**src/rtl/rthap_ram.sv**
```systemverilog
module rthap_ram #(
	parameter int unsigned WIDTH = 8,
	parameter int unsigned DEPTH = 16
) (
	input  logic                     clk,
	input  logic                     we,
	input  logic [$clog2(DEPTH)-1:0] waddr,
	input  logic [WIDTH-1:0]         wdata,
	input  logic [$clog2(DEPTH)-1:0] raddr,
	output logic [WIDTH-1:0]         rdata
);

	logic [WIDTH-1:0] mem [DEPTH];

	always_ff @(posedge clk) begin
		if (we) begin
			mem[waddr] <= wdata;
		end
		rdata <= mem[raddr];
	end

endmodule

```
**config.mk**
```make
export PLATFORM = sky130hd
export DESIGN_NAME = rthap_ram
export DESIGN_NICKNAME = d
export VERILOG_FILES = /design/src/rtl/rthap_ram.sv
export SDC_FILE = /design/constraint.sdc
export NUM_CORES = 1
export LEC_CHECK = 0
export BUFFER_PORTS_ARGS = -buffer_cell sky130_fd_sc_hd__buf_2
export CAP_MARGIN = 20
export CORE_ASPECT_RATIO = 1.4
export CORE_MARGIN = 2
export CORE_UTILIZATION = 35
export CTS_CLUSTER_DIAMETER = 30
export DETAILED_ROUTE_END_ITERATION = 10
export SYNTH_ARGS = -nofsm -noshare
export SYNTH_HDL_FRONTEND = slang
export SYNTH_SLANG_ARGS = --single-unit
```
**constraint.sdc**
```tcl
create_clock -name clk -period 1.8 [get_ports clk]
set_clock_uncertainty 0.15 [all_clocks]
set_input_delay 0.09 -clock clk [delete_from_list [all_inputs] [get_ports clk]]
set_output_delay 0.09 -clock clk [all_outputs]
set_load 0.01 [all_outputs]
```
# == Yosys cells after proc, flatten, opt, wreduce, memory -nomap -nowiden ==
# Memory sizes are Yosys's and may differ from the RTL's. A register that Yosys moved wholly into a read port is not among the register bits.
# Index checks and enable logic that the tools add are counted.
# classes
muxes,2
# op_table
operator,n
1-bit two-way mux,2
# word_totals
reg_bits,0
ram_bits,128
word_cells,3
memories,1
# memory_table
memory,words,width,rd,rd_clocked_by_memory_dff,write_ports,line_no,rtl
mem,16,8,1,1,1,13,logic [WIDTH-1:0] mem [DEPTH];

# == Logic depth before layout (Yosys ltp) ==
# depth
depth_word,2
ltp_mapped,5
ltp_nobuf,3

# == Worst setup path after synthesis ==
# Ideal clock, no wire load.
# synth_timing
path_kind,input -> register
from,in waddr[2]
to,"mem mem[0][0], enable pin"
setup_time_ps,383
arrival_ps,1200
required_time_ps,1267
path_slack_ps,67
path_stages,2
cell_sequence,or3b_2 > nor3_1
# synth_lines
item,line_no,rtl
from (decl),7,"input logic [$clog2(DEPTH)-1:0] waddr,"
to (decl),13,
# No word-level cell before the write port.

==> results.json <==
{
  "maxCapViolations": 0,
  "grt-busiest-layer": "met2",
  "synth_warnings": 0,
  "antenna_left": 0,
  "grt_pass1_wl_mm": 15.9,
  "critPathRequiredTime_ns": 1.94,
  "synth-xor-area-share": 0,
  "ys_seq_area_frac": 0.778,
  "die-area_sq_um": 15700,
  "met3_usage": 0.0379,
  "ys.flop_type": "edfxtp_1",
  "setup_viol": 0,
  "layout-drive-gt1-share": 0.332,
  "period_needed_ns": 1.49,
  "p_leak_uw": 0.00218,
  "yosys-top-cells-count": "edfxtp_1, mux4_2, a22oi_1",
  "root_buffer": "clkbuf_16",
  "clockBufferDepth": 2,
  "grt_pass1_vias": 2636,
  "antenna_found_initial": 0,
  "cts_sinks": 136,
  "status": "finished, final reports clean",
  "fill_cells": 1260,
  "htreeDepth": 4,
  "die_x_microns": 106,
  "reg2reg_setup_slack_ns": 0.31,
  "synth.area.mux_share": 0.150,
  "grt_util_met1": 0.182,
  "grt_max_degree": 33,
  "numCtsBuffers": 17,
  "critPathArrivalTime_ns": 1.63,
  "ys_top_cells_by_area": "edfxtp_1, mux4_2, mux4_1, dfxtp_1, a22oi_1",
  "p_total_uw": 7430,
  "tns_ns": 0,
  "io_buffers": 25,
  "hpwl_mm": 6.85,
  "max_freq_mhz": 670,
  "area.growth.synth_to_final_pct": 23.5,
  "cp_max_fo": 1,
  "ys_ff_latch": 136,
  "drtIter0Drc": 229,
  "n_antenna_cell": 0,
  "firstDrtPassIters": 4,
  "ios": 26,
  "start_kind": "register",
  "place_area_sq_um": 5670,
  "endpoint_kind": "register",
  "utilization": 0.440,
  "synthArstFlopShare": 0,
  "synth_compound_area_frac": 0.0233,
  "clkLatencyLatePin_ns": 0.41,
  "hp-class": "in -> reg",
  "syn_area_sq_um": 5150,
  "drcViolationCount": 0,
  "final-max-slew-violation-count": 0,
  "postSynthCellCount": 229,
  "synth_top_area_frac": 0.747,
  "grtUsageMet2": 0.241,
  "postLayoutCellArea_sq_um": 6350,
  "power_density_nw_per_um2": 1170,
  "totalWireLength_mm": 10.4,
  "die_h_microns": 147,
  "synth_cell_types": 19,
  "initial_core_util": 0.356,
  "clk_pin_slew_worst_paths_ns": 0.06,
  "coreArea_sq_um": 14400,
  "synth_edf_count": 128,
  "period_share": 0.830,
  "hold_viol": 0,
  "synth_top_family_by_area": "multiplexers",
  "num_rows": 52,
  "tightest_slew_ns": 0.468,
  "grtUsageTotal": 0.144,
  "peakVddDrop_mv": 0.506,
  "wl_per_cell_microns": 20.6,
  "slew_headroom": 0.688,
  "overflow": 0,
  "viasPerCell": 4.93,
  "syn_nets": 247,
  "syn_avg_cell_area_sq_um": 22.5,
  "vias": 2477,
  "synth.most_common_cell": "edfxtp_1",
  "yosys.area.top_type": "edfxtp_1",
  "crit_type": "reg -> reg",
  "post_cts_buffers": 0,
  "synth-simple-area-share": 0.0318,
  "cts_tree": "done",
  "synthAdderAreaFrac": 0,
  "gp_congestion": 0.773,
  "nets": 318,
  "cts_resized": 0,
  "rsz0062_at_grt": "false"
}
[placed cells by master, fill, tap and decap left out, types with 2 or more instances in the layout]
master	synthesis	routed
nand2_1	9	9
nor3_1	4	4
buf_12	0	2
dfxtp_1	8	8
nor2_1	13	13
clkinv_2	0	6
clkbuf_16	0	17
a22oi_1	16	16
mux4_1	14	14
dlygate4sd3_1	0	8
nand2b_1	2	2
nand3b_1	2	2
buf_4	1	27
edfxtp_1	128	128
buf_2	3	25
mux4_2	18	18
bufinv_16	0	4
clkinvlp_4	0	4
[logic make-up after synthesis]
kind of cell	Yosys count
buffers and inverters	10
AO/OA/AOI/OAI	16
flip-flops	136
multiplexers	32
AND/OR/NAND/NOR	35
[flip-flops by register name, summed over array words and instances (netlist names)]
signal and cells:
mem 128, rdata 8
[worst paths after layout]
check	from	end	cells after the start
worst min register to register	mem[4][1]$_DFFE_PP_	rdata[1]$_DFF_P_	3
worst min-delay path	waddr[0]	mem[4][7]$_DFFE_PP_	3
worst max-delay path	mem[2][2]$_DFFE_PP_	rdata[2]$_DFF_P_	3
worst max register to register	mem[2][2]$_DFFE_PP_	rdata[2]$_DFF_P_	3
[stage by stage]
stage	std cells	worst slack, ns	hold slack (ns)
floorplan	229	0.0671	0.0389
global route	502	0.199	0.0775
finish	502	0.307	0.0745
global placement	462	0.149	0.324
CTS	502	0.305	0.0554
detailed placement	462	0.124	0.348
[where the power goes]
group | internal (uW) | leakage [uW] | switching [uW]
sequential | 3540 | 0.00122 | 24.8
clock | 2290 | 0.000292 | 1210
combinational | 161 | 0.000667 | 196
total | 5990 | 0.00218 | 1440
[final cells by class]
type                       instances  area [sq um]  area share
timing repair buffer              62           448      0.0705
sequential                       136          4000       0.630
clock inverter                    15           184      0.0289
multi-input combinational         83          1060       0.166
clock buffer                      17           425      0.0669
tap                              189           236      0.0372
[layer usage]
layer  vias up  share of wire
met2        62           0.53
met1      1287           0.42
met4         0          0.013
li1       1114              -
met3        14          0.039
met5         -              0
[critical path, stage by stage, from the launching register on]
cell      delay [ns]
edfxtp_1        0.37
mux4_1          0.52
a22oi_1         0.27
nand2_1         0.08
[repair_timing]
item	CTS	global route
endpoints found under the setup margin	0	0
endpoints found under the hold margin	128	0
hold buffers	8	0
Note: power is estimated with default switching activity, not from simulation.
